## config.mk

```make
export PLATFORM = sky130hd
export DESIGN_NAME = avtp_acf_can_decapsulator
export DESIGN_NICKNAME = d
export VERILOG_FILES = /design/src/rtl/acd_pkg.sv /design/src/rtl/acd_in_skid.sv /design/src/rtl/acd_parse.sv /design/src/rtl/avtp_acf_can_decapsulator.sv
export VERILOG_INCLUDE_DIRS = /design/src /design/src/rtl
export SDC_FILE = /design/constraint.sdc
export NUM_CORES = 1
export LEC_CHECK = 0
export ABC_AREA = 1
export BUFFER_PORTS_ARGS = -buffer_cell sky130_fd_sc_hd__clkbuf_2
export CAP_MARGIN = 20
export CORE_ASPECT_RATIO = 1.25
export CORE_UTILIZATION = 35
export DETAILED_ROUTE_END_ITERATION = 12
export SKIP_CTS_REPAIR_TIMING = 1
export SYNTH_ARGS = -nofsm -noshare
export SYNTH_HDL_FRONTEND = slang
export SYNTH_SLANG_ARGS = --single-unit
```

## constraint.sdc

```tcl
create_clock -name clk -period 14 [get_ports clk]
set_clock_uncertainty 0.2 [all_clocks]
set_input_delay 0.7 -clock clk [delete_from_list [all_inputs] [get_ports clk]]
set_output_delay 0.7 -clock clk [all_outputs]
set_load 0.02 [all_outputs]
```

## src/rtl/assert_macros.svh

```systemverilog
// ----------------------------------------------------------------------------
// Assertion macros
// Shared concurrent assertion forms used by the RTL.
// ----------------------------------------------------------------------------
`ifndef ASSERT_MACROS_SVH
`define ASSERT_MACROS_SVH

// Same-cycle implication, sampled on clk and disabled during reset.
`define ACD_ASSERT(lbl, ante, cons, msg) \
	lbl: assert property (@(posedge clk) disable iff (!arst_n) (ante) |-> (cons)) \
		else $error(msg);

// Next-cycle implication, sampled on clk and disabled during reset.
`define ACD_ASSERT_NEXT(lbl, ante, cons, msg) \
	lbl: assert property (@(posedge clk) disable iff (!arst_n) (ante) |=> (cons)) \
		else $error(msg);

`endif

```

## src/rtl/acd_pkg.sv

```systemverilog
// ----------------------------------------------------------------------------
// ACF CAN decapsulator package
// Item types, frame offsets, status codes and the CAN FD size lookup.
// ----------------------------------------------------------------------------
package acd_pkg;

	localparam int MAX_PAYLOAD_DEF = 64;

	localparam logic [15:0] AVTP_ETHERTYPE = 16'h22F0;
	localparam logic [7:0]  ACF_SUBTYPE    = 8'h05;
	localparam logic [6:0]  ACF_CAN_TYPE   = 7'h01;
	localparam logic [10:0] ACF_HDR_BYTES  = 11'd16;
	localparam logic [6:0]  CLASSIC_MAX    = 7'd8;

	localparam logic [10:0] POS_TYPE_HI   = 11'd12;
	localparam logic [10:0] POS_TYPE_LO   = 11'd13;
	localparam logic [10:0] POS_SUBTYPE   = 11'd14;
	localparam logic [10:0] POS_MSG_TYPE  = 11'd38;
	localparam logic [10:0] POS_QLEN      = 11'd39;
	localparam logic [10:0] POS_FLAGS     = 11'd40;
	localparam logic [10:0] POS_ID_FIRST  = 11'd50;
	localparam logic [10:0] POS_ID_LAST   = 11'd53;
	localparam logic [10:0] POS_PAYLOAD   = 11'd54;
	localparam logic [10:0] POS_MAX       = 11'd2047;

	localparam logic [2:0] STATUS_OK        = 3'd0;
	localparam logic [2:0] STATUS_NOT_AVTP  = 3'd1;
	localparam logic [2:0] STATUS_BAD_SUB   = 3'd2;
	localparam logic [2:0] STATUS_BAD_TYPE  = 3'd3;
	localparam logic [2:0] STATUS_BAD_FD    = 3'd4;
	localparam logic [2:0] STATUS_TRUNCATED = 3'd5;

	localparam logic KIND_PAYLOAD = 1'b0;
	localparam logic KIND_DESC    = 1'b1;

	typedef struct packed {
		logic [7:0] frame_byte;
		logic       frame_end;
	} frame_item_t;

	typedef struct packed {
		logic        kind;
		logic [7:0]  data_byte;
		logic [5:0]  byte_index;
		logic [28:0] can_ident;
		logic        extended;
		logic        remote;
		logic        rate_switch;
		logic        fd_format;
		logic        error_state;
		logic [3:0]  length_code;
		logic [2:0]  status;
		logic        last;
	} result_item_t;

	// Returns {hit, code} for a CAN FD data length.
	function automatic logic [4:0] fd_lookup(input logic [6:0] len);
		logic [4:0] r;
		case (len) inside
			[7'd0:7'd8]: r = {1'b1, len[3:0]};
			7'd12:       r = {1'b1, 4'd9};
			7'd16:       r = {1'b1, 4'd10};
			7'd20:       r = {1'b1, 4'd11};
			7'd24:       r = {1'b1, 4'd12};
			7'd32:       r = {1'b1, 4'd13};
			7'd48:       r = {1'b1, 4'd14};
			7'd64:       r = {1'b1, 4'd15};
			default:     r = 5'd0;
		endcase
		return r;
	endfunction

endpackage

```

## src/rtl/acd_in_skid.sv

```systemverilog
// ----------------------------------------------------------------------------
// ACF CAN decapsulator input stage
// Input register with a skid entry so that stall is driven from a register.
// ----------------------------------------------------------------------------
module acd_in_skid (
	input  logic                 clk,
	input  logic                 arst_n,
	input  logic                 frame_valid,
	input  acd_pkg::frame_item_t frame,
	output logic                 frame_stall,
	input  logic                 take,
	output logic                 valid_s1,
	output acd_pkg::frame_item_t item_s1
);
	import acd_pkg::*;

	logic        skid_valid_q;
	frame_item_t skid_q;
	logic        accept;
	logic        s1_open;

	assign accept      = frame_valid && !skid_valid_q;
	assign s1_open     = !valid_s1 || take;
	assign frame_stall = skid_valid_q;

	always_ff @(posedge clk or negedge arst_n) begin
		if (!arst_n) begin
			valid_s1     <= 1'b0;
			skid_valid_q <= 1'b0;
		end else if (s1_open) begin
			valid_s1     <= skid_valid_q || accept;
			skid_valid_q <= 1'b0;
		end else if (accept) begin
			skid_valid_q <= 1'b1;
		end
	end

	always_ff @(posedge clk) begin
		if (s1_open) begin
			item_s1 <= skid_valid_q ? skid_q : frame;
		end else if (accept) begin
			skid_q <= frame;
		end
	end

endmodule

```

## src/rtl/acd_parse.sv

```systemverilog
// ----------------------------------------------------------------------------
// ACF CAN decapsulator parser
// Holds the per-frame header state and forms the payload and descriptor
// results for the item in the input register.
// ----------------------------------------------------------------------------
module acd_parse #(
	parameter int MAX_PAYLOAD = acd_pkg::MAX_PAYLOAD_DEF
) (
	input  logic                  clk,
	input  logic                  arst_n,
	input  acd_pkg::frame_item_t  item,
	input  logic                  commit,
	output logic                  pay_hit,
	output acd_pkg::result_item_t pay_res,
	output acd_pkg::result_item_t desc_res
);
	import acd_pkg::*;

	localparam logic [10:0] CAP = 11'(MAX_PAYLOAD);

	logic [10:0] pos_q;
	logic [7:0]  type_high_q;
	logic [2:0]  err_q;
	logic [8:0]  qlen_q;
	logic [4:0]  flags_q;
	logic [28:0] ident_q;
	logic [6:0]  plen_q;

	logic [7:0]  b;
	logic [7:0]  type_high_n;
	logic [2:0]  err_n;
	logic [8:0]  qlen_n;
	logic [4:0]  flags_n;
	logic [28:0] ident_n;
	logic [6:0]  plen_n;
	logic [10:0] total;
	logic [10:0] over;
	logic [11:0] pay_end;
	logic [4:0]  fd_now;
	logic [4:0]  fd_fin;
	logic [2:0]  st;

	assign b = item.frame_byte;
	assign fd_now = fd_lookup(plen_q);

	always_comb begin
		type_high_n = type_high_q;
		err_n       = err_q;
		qlen_n      = qlen_q;
		flags_n     = flags_q;
		ident_n     = ident_q;
		plen_n      = plen_q;
		total       = {qlen_q, 2'b00};
		over        = total - ACF_HDR_BYTES;
		if (pos_q == POS_TYPE_HI) begin
			type_high_n = b;
		end
		if (pos_q == POS_TYPE_LO && {type_high_q, b} != AVTP_ETHERTYPE && err_q == STATUS_OK) begin
			err_n = STATUS_NOT_AVTP;
		end
		if (pos_q == POS_SUBTYPE && err_q == STATUS_OK && b != ACF_SUBTYPE) begin
			err_n = STATUS_BAD_SUB;
		end
		if (pos_q == POS_MSG_TYPE) begin
			qlen_n = {b[0], qlen_q[7:0]};
			if (err_q == STATUS_OK && b[7:1] != ACF_CAN_TYPE) begin
				err_n = STATUS_BAD_TYPE;
			end
		end
		if (pos_q == POS_QLEN) begin
			qlen_n = {qlen_q[8], b};
			total  = {qlen_n, 2'b00};
			over   = total - ACF_HDR_BYTES;
			if (total <= ACF_HDR_BYTES) begin
				plen_n = 7'd0;
			end else if (over > CAP) begin
				plen_n = CAP[6:0];
			end else begin
				plen_n = over[6:0];
			end
		end
		if (pos_q == POS_FLAGS) begin
			flags_n = b[4:0];
			if (err_q == STATUS_OK && b[1] && !fd_now[4]) begin
				err_n = STATUS_BAD_FD;
			end
		end
		if (pos_q >= POS_ID_FIRST && pos_q <= POS_ID_LAST) begin
			ident_n = {ident_q[20:0], b};
		end
	end

	assign pay_end = {1'b0, POS_PAYLOAD} + {5'd0, plen_n};
	assign pay_hit = pos_q >= POS_PAYLOAD && {1'b0, pos_q} < pay_end &&
		(err_n == STATUS_OK || err_n == STATUS_BAD_FD);
	assign fd_fin = fd_lookup(plen_n);

	always_comb begin
		pay_res            = '0;
		pay_res.kind       = KIND_PAYLOAD;
		pay_res.data_byte  = b;
		pay_res.byte_index = 6'(pos_q - POS_PAYLOAD);
	end

	always_comb begin
		st = err_n;
		if (st == STATUS_OK && ({1'b0, pos_q} + 12'd1) < pay_end) begin
			st = STATUS_TRUNCATED;
		end
		desc_res        = '0;
		desc_res.kind   = KIND_DESC;
		desc_res.status = st;
		desc_res.last   = 1'b1;
		if (st != STATUS_NOT_AVTP) begin
			desc_res.can_ident   = flags_n[3] ? ident_n : {18'd0, ident_n[10:0]};
			desc_res.extended    = flags_n[3];
			desc_res.remote      = flags_n[4];
			desc_res.rate_switch = flags_n[2];
			desc_res.fd_format   = flags_n[1];
			desc_res.error_state = flags_n[0];
			if (flags_n[1]) begin
				desc_res.length_code = fd_fin[3:0];
			end else begin
				desc_res.length_code = (plen_n <= CLASSIC_MAX) ? plen_n[3:0] : CLASSIC_MAX[3:0];
			end
		end
	end

	always_ff @(posedge clk or negedge arst_n) begin
		if (!arst_n) begin
			pos_q       <= '0;
			type_high_q <= '0;
			err_q       <= '0;
			qlen_q      <= '0;
			flags_q     <= '0;
			ident_q     <= '0;
			plen_q      <= '0;
		end else if (commit) begin
			if (item.frame_end) begin
				pos_q       <= '0;
				type_high_q <= '0;
				err_q       <= '0;
				qlen_q      <= '0;
				flags_q     <= '0;
				ident_q     <= '0;
				plen_q      <= '0;
			end else begin
				if (pos_q != POS_MAX) begin
					pos_q <= pos_q + 11'd1;
				end
				type_high_q <= type_high_n;
				err_q       <= err_n;
				qlen_q      <= qlen_n;
				flags_q     <= flags_n;
				ident_q     <= ident_n;
				plen_q      <= plen_n;
			end
		end
	end

endmodule

```

## src/rtl/avtp_acf_can_decapsulator.sv

```systemverilog
// ----------------------------------------------------------------------------
// AVTP ACF CAN decapsulator
// Parses an Ethernet frame carrying an ACF CAN message, byte by byte, into
// CAN payload items and one closing descriptor item per frame.
// ----------------------------------------------------------------------------
// The block takes one frame byte per cycle unless stalled. Results go from the
// input register to the result register. A byte that is both a payload byte
// and the last byte of its frame produces two items, payload then descriptor,
// and holds the input register between them, as the single result register
// moves at most one item per cycle. Input stall comes from a skid register.
module avtp_acf_can_decapsulator #(
	parameter int MAX_PAYLOAD = acd_pkg::MAX_PAYLOAD_DEF
) (
	input  logic                  clk,
	input  logic                  arst_n,
	input  logic                  frame_valid,
	output logic                  frame_stall,
	input  acd_pkg::frame_item_t  frame,
	output logic                  result_valid,
	input  logic                  result_stall,
	output acd_pkg::result_item_t result
);
	import acd_pkg::*;
	`include "assert_macros.svh"

	logic         valid_s1;
	frame_item_t  item_s1;
	logic         pay_hit;
	result_item_t pay_res;
	result_item_t desc_res;
	logic         phase_q;
	logic         result_valid_q;
	result_item_t result_q;
	logic         out_free;
	logic         emit_pay;
	logic         emit_desc;
	logic         load;
	logic         adv;

	acd_in_skid u_in (
		.clk        (clk),
		.arst_n     (arst_n),
		.frame_valid(frame_valid),
		.frame      (frame),
		.frame_stall(frame_stall),
		.take       (adv),
		.valid_s1   (valid_s1),
		.item_s1    (item_s1)
	);

	acd_parse #(
		.MAX_PAYLOAD(MAX_PAYLOAD)
	) u_parse (
		.clk     (clk),
		.arst_n  (arst_n),
		.item    (item_s1),
		.commit  (adv),
		.pay_hit (pay_hit),
		.pay_res (pay_res),
		.desc_res(desc_res)
	);

	assign out_free  = !result_valid_q || !result_stall;
	assign emit_pay  = valid_s1 && pay_hit && !phase_q;
	assign emit_desc = valid_s1 && item_s1.frame_end && !emit_pay;
	assign load      = out_free && (emit_pay || emit_desc);
	assign adv       = valid_s1 && out_free && !(emit_pay && item_s1.frame_end);

	always_ff @(posedge clk or negedge arst_n) begin
		if (!arst_n) begin
			phase_q        <= 1'b0;
			result_valid_q <= 1'b0;
		end else if (out_free) begin
			result_valid_q <= load;
			if (valid_s1) begin
				phase_q <= emit_pay && item_s1.frame_end;
			end
		end
	end

	always_ff @(posedge clk) begin
		if (load) begin
			result_q <= emit_pay ? pay_res : desc_res;
		end
	end

	assign result_valid = result_valid_q;
	assign result       = result_q;

	`ACD_ASSERT(a_skid_behind_s1, frame_stall, valid_s1, "skid item held with empty input register")
	`ACD_ASSERT(a_phase_on_last, phase_q, valid_s1 && item_s1.frame_end, "second result pending without a last byte")
	`ACD_ASSERT_NEXT(a_load_shows, load, result_valid_q, "loaded item not presented")
	`ACD_ASSERT(a_not_avtp_clean, result_valid_q && result_q.status == STATUS_NOT_AVTP, result_q.can_ident == 29'd0 && result_q.length_code == 4'd0, "non-AVTP descriptor carries fields")

endmodule

```

; Word level (Yosys, flattened, before mapping)
; Index checks and enable logic that the tools add are counted.
[op_classes]
n_addsub = 5
order_cmp = 11
n_eq_ne = 27
muxes = 47
n_bitwise = 3
reduce_logical = 48
[ops]
columns = operator, n
row1 = $mux 29, 3
row2 = $mux 57, 1
row3 = $mux 5, 10
row4 = $eq 7x5->1 const B, 6
row5 = $mux 4, 10
row6 = $mux 38, 1
row7 = $mux 9, 4
row8 = $eq 11x4->1 const B, 3
row9 = $eq 11x6->1 const B, 3
row10 = $eq 7x6->1 const B, 4
row11 = $mux 7, 4
row12 = $mux 3, 8
row13 = $ge 11x6->1 const B, 2
row14 = $logic_and 1x1->1, 22
row15 = $mux 11, 2
row16 = $mux 8, 2
row17 = $ne 16x14->1 const B, 1
row18 = $eq 7x4->1 const B, 2
row19 = $eq 7x7->1 const B, 2
row20 = $ge 7x1->1 const B, 2
row21 = $le 7x4->1 const B, 2
row22 = $add 11x1->12 const B, 1
row23 = $lt 12x12->1, 1
row24 = $add 11x1->11 const B, 1
row25 = other kinds (23), 44
[totals]
regBits = 143
input_bits = 13
output_inout_bits = 59
wordCells = 169

; Depth between registers and ports, before layout
; Gate-level depths: netlist of run 1.
[logic_depth]
word_depth = 24
mapped_depth = 30
mapped_depth_nobuf = 29

; Cells and area by module
; Synthesis of run 1 repeated with hierarchy kept, for this count alone.
[unflattened]
hier_cells = 1084
hier_area_um2 = 8663.3
[modules_own_cells]
columns = mod, n_inst, cells_each, area_per_inst_um2, seq_area_each_um2
row1 = acd_parse, 1, 769, 5381.4, 1601.5
row2 = avtp_acf_can_decapsulator, 1, 259, 2538.7, 1761.7
row3 = acd_in_skid, 1, 56, 743.2, 590.6

; Least setup slack after synthesis of run 1
; OpenSTA, ideal clock, no wires.
[synth_timing]
kind = register to register
startpoint = register, netlist name u_in.item_s1[3]
endpoint = register result_q, in the netlist result[10], enable pin
setup_time_ns = 0.488
arrival_ns = 5.704
t_required_ns = 13.312
setup_slack_ns = 7.608
stages_incl_launch_ff = 26
path_buffers = 1
synth_period_minus_slack_ns = 6.392
cell_sequence = edfxtp_1 -> inv_1 -> ha_1 -> inv_1 -> nand2_1 -> nand2_1 -> nand2_1 -> nand3_1 -> nor2_1 -> nand2_1 -> nand2_1 -> inv_1 -> ha_1 -> ha_1 -> a21oi_1 -> nand2_1 -> nand2_1 -> nand2_1 -> nand2_1 -> nand3_1 -> nand2_1 -> nand2_1 -> nand2_2 -> nand2_2 -> buf_2 -> a21oi_1
[synth_via]
elab_chain_cells = 18
word_cells_on_any_way = 32
cone_classes = add/sub (2) / order compare (3) / eq/ne (4) / mux (9) / reduce/logical (14)
[synth_rtl]
columns = item, line_no
row1 = "parallel branches: the longest is 11 deep, another holds $sub 11x5->11", --
row2 = $logic_and 1x1->1 (*), acd_parse.sv:94  ; assign pay_hit = pos_q >= POS_PAYLOAD && {1'b0, pos_q} < pay_end &&
row3 = $logic_and 1x1->1 (*) (2 in a row), avtp_acf_can_decapsulator.sv:64  ; assign emit_pay = valid_s1 && pay_hit && !phase_q;
row4 = $logic_not 1->1, avtp_acf_can_decapsulator.sv:65  ; assign emit_desc = valid_s1 && item_s1.frame_end && !emit_pay;
row5 = $logic_and 1x1->1, avtp_acf_can_decapsulator.sv:65
row6 = $logic_or 1x1->1 (*), avtp_acf_can_decapsulator.sv:66  ; assign load = out_free && (emit_pay || emit_desc);
row7 = $logic_and 1x1->1 (*), avtp_acf_can_decapsulator.sv:66
row8 = net load, avtp_acf_can_decapsulator.sv:37  ; logic load;
row9 = "end signal, assigned", avtp_acf_can_decapsulator.sv:83  ; result_q <= emit_pay ? pay_res : desc_res;
row10 = "end, declared", avtp_acf_can_decapsulator.sv:33  ; result_item_t result_q;
; Mark *: on every way through the listed nets, which the timed path passes.
; A chain may end at the register's enable or synchronous reset.

; Final worst setup path of run 1
[layout_timing]
startpoint = register, netlist name u_in.item_s1[4]
endpoint = register u_in.skid_q[8] (netlist name), enable pin
[layout_via]
elab_chain_cells = 20
word_cells_on_any_way = 34
cone_classes = add/sub (2) / order compare (3) / eq/ne (4) / mux (9) / bitwise (1) / reduce/logical (15)
[layout_rtl]
columns = item, line_no
row1 = "parallel branches: the longest is 11 deep, another holds $sub 11x5->11", --
row2 = $logic_and 1x1->1 (*), acd_parse.sv:94
row3 = $logic_and 1x1->1 (*) (2 in a row), avtp_acf_can_decapsulator.sv:64
row4 = $logic_and 1x1->1 (*), avtp_acf_can_decapsulator.sv:67  ; assign adv = valid_s1 && out_free && !(emit_pay && item_s1.frame_end);
row5 = $logic_not 1->1 (*), avtp_acf_can_decapsulator.sv:67
row6 = $logic_and 1x1->1 (*), avtp_acf_can_decapsulator.sv:67
row7 = $logic_or 1x1->1 (*), acd_in_skid.sv:23  ; assign s1_open = !valid_s1 || take;
row8 = net u_in.s1_open, acd_in_skid.sv:20  ; logic s1_open;
row9 = $not 1->1 (no source line) (*), --
row10 = $reduce_and 2->1 (no source line) (*), --
row11 = "end signal, assigned", acd_in_skid.sv:42  ; skid_q <= frame;
row12 = "end, declared", acd_in_skid.sv:18  ; frame_item_t skid_q;
; Marks and branches as above.

==> impl_metrics.csv, run 1 <==
group,metric,value,unit
sta,finalMaxSlewViolations,0,
finish,post_layout_nonfiller_instances,1242,
setup_path,critPathRequiredTime,13.86,ns
setup_path,timing.critical_path.slowest_cell_delay,0.65,ns
grt,overflow,0,
pwr,power_density,166,nW/um^2
clock_network,cts_clk_pin_slew_worst_paths,0.06,ns
synthesis,post_synth_edffs,74,
synthesis,yosysMostFrequentCell,"sky130_fd_sc_hd__nand2_1",
setup_path,start_point_of_the_critical_path,"u_in.item_s1[4]",
sta,setup_viol,0,
die,floorplan_die_height,165,microns
sta,max_slew_margin,37.6,%
setup_path,cp-endpoint,"u_in.skid_q[8]",
setup_path,rr_worst_depth,26,
clock_network,ctsRootBufferMaster,"sky130_fd_sc_hd__clkbuf_16",
die,rows,59,
clock_network,tritoncts,"done",
route,dr_drc_count,0,
setup_path,worst-r2r-setup-slack,8.43,ns
setup_path,critical-path-slowest-cell,"sky130_fd_sc_hd__nor2_1",
sta,final_critical_period,5.57,ns
synthesis,synth.area.top_cells,"sky130_fd_sc_hd__edfxtp_1 30%, sky130_fd_sc_hd__dfrtp_1 23%, sky130_fd_sc_hd__nand2_1 12%",
pwr,p_int,909,uW
pwr,peak_supply_drop,112,uV
synthesis,synth_seq_cells,142,
place,placed_cells_incl_taps,1210,
finish,share_of_final_layout_standard_cells_stronger_than_drive_strength_1,14.7,%
grt,wire_length_of_the_first_global_routing_pass,29400,microns
setup_path,timing.critical_path.fanout_max,18,
setup_path,crit_path_end_kind,"register",
route,detailroute.via_count,6011,
finish,layout.nets,991,
synthesis,post_synth_num_cell_types,37,
sta,hold_viol_final,0,
clock_network,cts.path.max_buffers,2,
synthesis,synth_ff_type,"sky130_fd_sc_hd__edfxtp_1",
sta,rsz0062_at_grt,"false",
pwr,switching_power,533,uW
route,drt_iter0_markers,446,
clock_network,cts_max_level,4,
synthesis,async_set_or_reset_flop_fraction_in_the_synthesized_netlist,47.9,%
synthesis,seq_area_frac_synth,52.5,%
die,die_w,133,microns
grt,grt.total_usage,17.3,%
finish,filler_cell_count,2130,
setup_path,cp.buffers_inverters,3,
die,start_util,35.8,%
pwr,static-leakage-power,0.00397,uW
synthesis,postSynthNetCount,922,
sta,fin_crit_sh,39.8,%
synthesis,synth_warnings,0,
pwr,combinationalPowerShare,27.0,%
pwr,part_of_the_power_in_the_clock_network,31.8,%
clock_network,cts_made_buffers,17,
pwr,netSwitchingFraction,37.0,%
synthesis,synth.cells.most_frequent,"247 x sky130_fd_sc_hd__nand2_1, 127 x sky130_fd_sc_hd__inv_1, 77 x sky130_fd_sc_hd__nor2_1",
synthesis,avgSynthCellArea,8.44,sq um
sta,worst_hold_slack_after_final_layout,0.259,ns
die,die_area,22000,sq um
route,avgViaCountPerCell,4.84,
job,max-cap-violations,0,
synthesis,post-synth-top-area-fraction,29.7,%
setup_path,critical_path_depth,26,
run_status,outcome,"completed",
clock_network,clock_latency,0.43,ns
setup_path,critPathKind,"reg2reg",
setup_path,crit_family,"simple AND/OR/NAND/NOR gates",
finish,area.growth.synth_to_final,16.0,%
setup_path,worst_path_most_repeated_cell,"sky130_fd_sc_hd__nand2_1",
grt,maximum_number_of_pins_on_one_net_before_global_route_repair,69,
pwr,power,1440,uW
place,routabilityCongestion,0.960,
setup_path,startpoint_type,"register",
route,detail_route.wl_per_cell,14.4,microns
die,core_area,20900,sq um
finish,antenna_cells_inserted,0,
synthesis,syn-cell-area,7480,sq um
hold_path,hp-class,"in2reg",
die,ios,72,
clock_network,cts.sinks,142,
route,dr_pass1_iterations,5,
grt,grt_antenna_before_repair,0,
sta,timing.setup.tns,0,ns
setup_path,regToRegStartpoint,"u_in.item_s1[4]",
sta,fmax,0.180,GHz
pwr,sequential_power_share,41.1,%
sta,tightest_slew,0.936,ns
grt,via_count_of_the_first_global_routing_pass,5738,
place,hpwl,12600,microns
route,finalWirelength,17800,microns
synthesis,post_synth_inst_count,886,
place,numPortBuffers,71,
setup_path,worst-endpoint-arrival,5.43,ns
setup_path,r2r-end,"u_in.skid_q[8]",
route,drtAntennaViolNets,0,
synthesis,synth.largest_area_cell,"sky130_fd_sc_hd__edfxtp_1",
## cells by family (layout without fill, tap and decap cells)
family | Yosys count | after routing | share of synthesized area [%]
and+or+nand+nor | 432 | 432 | 24.5
buffers and inverters | 162 | 244 | 9.13
DFF | 142 | 142 | 52.5
AOI/OAI and AO/OA | 117 | 117 | 8.83
adders and majority gates | 23 | 23 | 3.85
xor gates and xnor gates | 8 | 8 | 0.937
muxes | 2 | 2 | 0.268
## registers in the layout, summed over array words and instances (netlist names)
signal and cells:
phase_q 1, result 56, result_valid 1, u_in.frame_stall 1, u_in.item_s1 9, u_in.skid_q 9, u_in.valid_s1 1, u_parse.err_q 3
u_parse.flags_q 5, u_parse.ident_q 29, u_parse.plen_q 7, u_parse.pos_q 11, u_parse.qlen_q 1, u_parse.type_high_q 8
## cells in the final DEF, fill, tap and decap left out, types with 9 or more instances in the layout
cell type,instances
sky130_fd_sc_hd__a21oi_1,14
sky130_fd_sc_hd__clkbuf_16,17
sky130_fd_sc_hd__buf_4,9
sky130_fd_sc_hd__inv_1,127
sky130_fd_sc_hd__ha_1,23
sky130_fd_sc_hd__nand3_1,40
sky130_fd_sc_hd__o21ai_0,69
sky130_fd_sc_hd__edfxtp_1,74
sky130_fd_sc_hd__o21ai_2,9
sky130_fd_sc_hd__dfrtp_1,68
sky130_fd_sc_hd__nand4_1,17
sky130_fd_sc_hd__nor3_1,32
sky130_fd_sc_hd__nand2_1,247
sky130_fd_sc_hd__nor2_1,77
sky130_fd_sc_hd__clkbuf_2,70
sky130_fd_sc_hd__o21ai_1,9
## per-stage QoR
stage / worst slack (ns) / cell area, sq um / util, %
2_1_floorplan: 7.61 / 7480 / -
3_3_place_gp: 8.70 / 8080 / 38.7
3_5_place_dp: 8.49 / 8080 / 38.7
4_1_cts: 8.40 / 8670 / 41.5
5_1_grt: 7.85 / 8670 / 41.5
6_report: 8.43 / 8670 / 41.5
## power by group through the flow
stage                     registers [uW]  logic [uW]  clock network, uW
final                                593         390                459
after global routing                 603         435                487
after CTS                            594         396                468
after detailed placement             602         393                  0
after global placement               600         392                  0
after floorplan                      651         212                  0
## cell type report
cell class	instances	area (sq um)	area share (%)
clock inverter	13	153	1.76
clock buffer	19	443	5.11
multi-input combinational	582	2890	33.4
sequential	142	3920	45.2
tap	274	343	3.95
inverter	132	495	5.71
timing repair buffer	80	423	4.88
## how the worst min path moves through the flow
stage / start / endpoint / slack, ns / cells after the start
detailed placement: u_parse.type_high_q[4] / u_parse.type_high_q[4] / 0.26 / 2
global placement: u_parse.type_high_q[6] / u_parse.type_high_q[6] / 0.26 / 2
floorplan: arst_n / phase_q / 0.20 / 0
CTS: frame[5] / u_in.skid_q[5] / 0.24 / 1
global route: frame[2] / u_in.skid_q[2] / 0.25 / 1
finish: frame[5] / u_in.skid_q[5] / 0.26 / 1
## layer usage
metal / GRT usage (%) / share of wire, %
met2: 29.3 / 48
met3: 3.05 / 3.3
met1: 21.5 / 45
met4: 8.46 / 3.4
met5: 0 / 0
No activity file was read; power rests on OpenSTA's default activity.
==> run 2: changes to the inputs <==
Clock period 14 ns to 5 ns, I/O delays scaled along.
==> impl_metrics.csv, run 2 (synthesis results as in run 1) <==
group,metric,value,unit
clock_network,ctsRootBufferMaster,"sky130_fd_sc_hd__clkbuf_16",
clock_network,tritoncts,"done",
die,core_area,20900,sq um
setup_path,crit_path_end_kind,"register",
die,floorplan_die_height,165,microns
route,dr_drc_count,0,
clock_network,cts.sinks,142,
setup_path,critPathRequiredTime,4.92,ns
sta,final_critical_period,4.46,ns
pwr,peak_supply_drop,266,uV
sta,fin_crit_sh,89.2,%
setup_path,start_point_of_the_critical_path,"u_in.item_s1[3]",
finish,antenna_cells_inserted,0,
clock_network,cts_clk_pin_slew_worst_paths,0.07,ns
pwr,part_of_the_power_in_the_clock_network,30.5,%
finish,area.growth.synth_to_final,19.1,%
pwr,netSwitchingFraction,37.0,%
setup_path,worst-endpoint-arrival,4.39,ns
sta,tightest_slew,0.843,ns
run_status,outcome,"completed",
pwr,power_density,460,nW/um^2
grt,overflow,0,
route,drtAntennaViolNets,0,
finish,final_common_cell,"sky130_fd_sc_hd__nand2_1",
die,rows,59,
pwr,static-leakage-power,0.00407,uW
setup_path,critPathKind,"reg2reg",
sta,finalMaxSlewViolations,0,
route,finalWirelength,18500,microns
setup_path,startpoint_type,"register",
die,ios,72,
setup_path,regToRegStartpoint,"u_in.item_s1[3]",
sta,hold_viol_final,0,
pwr,combinationalPowerShare,29.0,%
finish,mostFrequentLayoutCells,"247 x sky130_fd_sc_hd__nand2_1, 127 x sky130_fd_sc_hd__inv_1, 76 x sky130_fd_sc_hd__nor2_1, 74 x sky130_fd_sc_hd__edfxtp_1, 70 x sky130_fd_sc_hd__clkbuf_2",
finish,layout.nets,1014,
clock_network,cts.path.max_buffers,2,
clock_network,cts_made_buffers,17,
pwr,sequential_power_share,40.5,%
sta,worst_hold_slack_after_final_layout,0.0976,ns
die,start_util,35.8,%
sta,timing.setup.tns,0,ns
place,hpwl,13100,microns
place,numPortBuffers,71,
sta,setup_viol,0,
grt,via_count_of_the_first_global_routing_pass,5845,
route,detail_route.wl_per_cell,14.6,microns
pwr,p_int,2580,uW
finish,share_of_final_layout_standard_cells_stronger_than_drive_strength_1,15.3,%
grt,maximum_number_of_pins_on_one_net_before_global_route_repair,57,
sta,max_slew_margin,43.8,%
clock_network,cts_max_level,4,
clock_network,clock_latency,0.42,ns
sta,rsz0062_at_grt,"false",
pwr,switching_power,1520,uW
place,routabilityCongestion,0.967,
route,detailroute.via_count,6106,
route,avgViaCountPerCell,4.83,
setup_path,timing.critical_path.fanout_max,28,
die,die_area,22000,sq um
job,max-cap-violations,0,
die,die_w,133,microns
route,drt_iter0_markers,409,
hold_path,hp-class,"in2async",
route,dr_pass1_iterations,5,
finish,largest_register_ffs,56,
grt,grt_antenna_before_repair,0,
grt,wire_length_of_the_first_global_routing_pass,29900,microns
sta,fmax,0.224,GHz
grt,grt.total_usage,17.8,%
## run 2: cell count changes in the layout (fill, tap and decap cells not counted), sizes merged
cell	change
buf	+10
clkinv	-2
inv	-1
clkinvlp	+2
dlygate4sd3	+12
clkbuf	+2
## run 2: final timing paths
kind | end | slack (ns) | depth (start not counted)
worst max-delay path | result[49] | 0.54 | 24
worst min-delay path | u_parse.ident_q[1] | 0.1 | 2
worst max register to register | result[49] | 0.54 | 24
worst min register to register | u_parse.type_high_q[4] | 0.27 | 2
max in group asynchronous | u_parse.ident_q[25] | 3.58 | 4
min in group clk | u_parse.type_high_q[4] | 0.27 | 2
## run 2: stage by stage
step | cells | util (%) | setup WS (ns) | cell area, sq um | power (uW)
2_1_floorplan | 886 | - | 0.437 | 7490 | 2410
3_3_place_gp | 1217 | 39.0 | 0.532 | 8140 | 2830
3_5_place_dp | 1217 | 39.0 | 0.309 | 8140 | 2840
4_1_cts | 1249 | 41.7 | 0.290 | 8720 | 4100
5_1_grt | 1265 | 42.6 | 0.159 | 8910 | 4320
6_report | 1265 | 42.6 | 0.538 | 8910 | 4100
## run 2: cell type report
class | count | area (sq um)
inverters | 132 | 495
clock inverters | 12 | 138
fillers | 2054 | 12000
multi-input cells | 582 | 2900
flip-flops and latches | 142 | 3920
repair buffers | 103 | 676
well taps | 274 | 343
clock buffers | 20 | 437
## run 2: worst max-delay path, stage by stage, from the launching register on
cell and delay, ns:
sky130_fd_sc_hd__edfxtp_1 0.44, sky130_fd_sc_hd__inv_1 0.23, sky130_fd_sc_hd__ha_1 0.24, sky130_fd_sc_hd__inv_1 0.05, sky130_fd_sc_hd__nand2_1 0.07, sky130_fd_sc_hd__nand2_1 0.06
sky130_fd_sc_hd__nand2_1 0.05, sky130_fd_sc_hd__nand3_1 0.08, sky130_fd_sc_hd__nor2_2 0.21, sky130_fd_sc_hd__nand2_1 0.11, sky130_fd_sc_hd__nand2_1 0.17, sky130_fd_sc_hd__inv_1 0.08
sky130_fd_sc_hd__ha_1 0.21, sky130_fd_sc_hd__inv_1 0.05, sky130_fd_sc_hd__nand2_1 0.08, sky130_fd_sc_hd__nand2_1 0.09, sky130_fd_sc_hd__o21ai_0 0.13, sky130_fd_sc_hd__ha_1 0.24
sky130_fd_sc_hd__nor3_1 0.18, sky130_fd_sc_hd__nand3_1 0.10, sky130_fd_sc_hd__nor3_1 0.22, sky130_fd_sc_hd__nand2_2 0.14, sky130_fd_sc_hd__buf_4 0.20, sky130_fd_sc_hd__a21oi_4 0.25
sky130_fd_sc_hd__clkbuf_16 0.28
## run 2: power by group through the flow
stage               logic [uW]  registers, uW  clock network [uW]
floorplan                  601           1810                   0
global placement          1150           1680                   0
detailed placement        1150           1690                   0
CTS                       1160           1660                1270
global route              1320           1680                1320
finish                    1190           1660                1250
## run 2: per-layer routing
| layer | track usage, % | up-vias | wire [microns] |
|---|---|---|---|
| met5 | 0 | - | 0 |
| met4 | 8.57 | 0 | 461 |
| met3 | 3.21 | 33 | 823 |
| met2 | 30.5 | 190 | 9230 |
| met1 | 21.6 | 2837 | 7970 |
| li1 | - | 3046 | - |
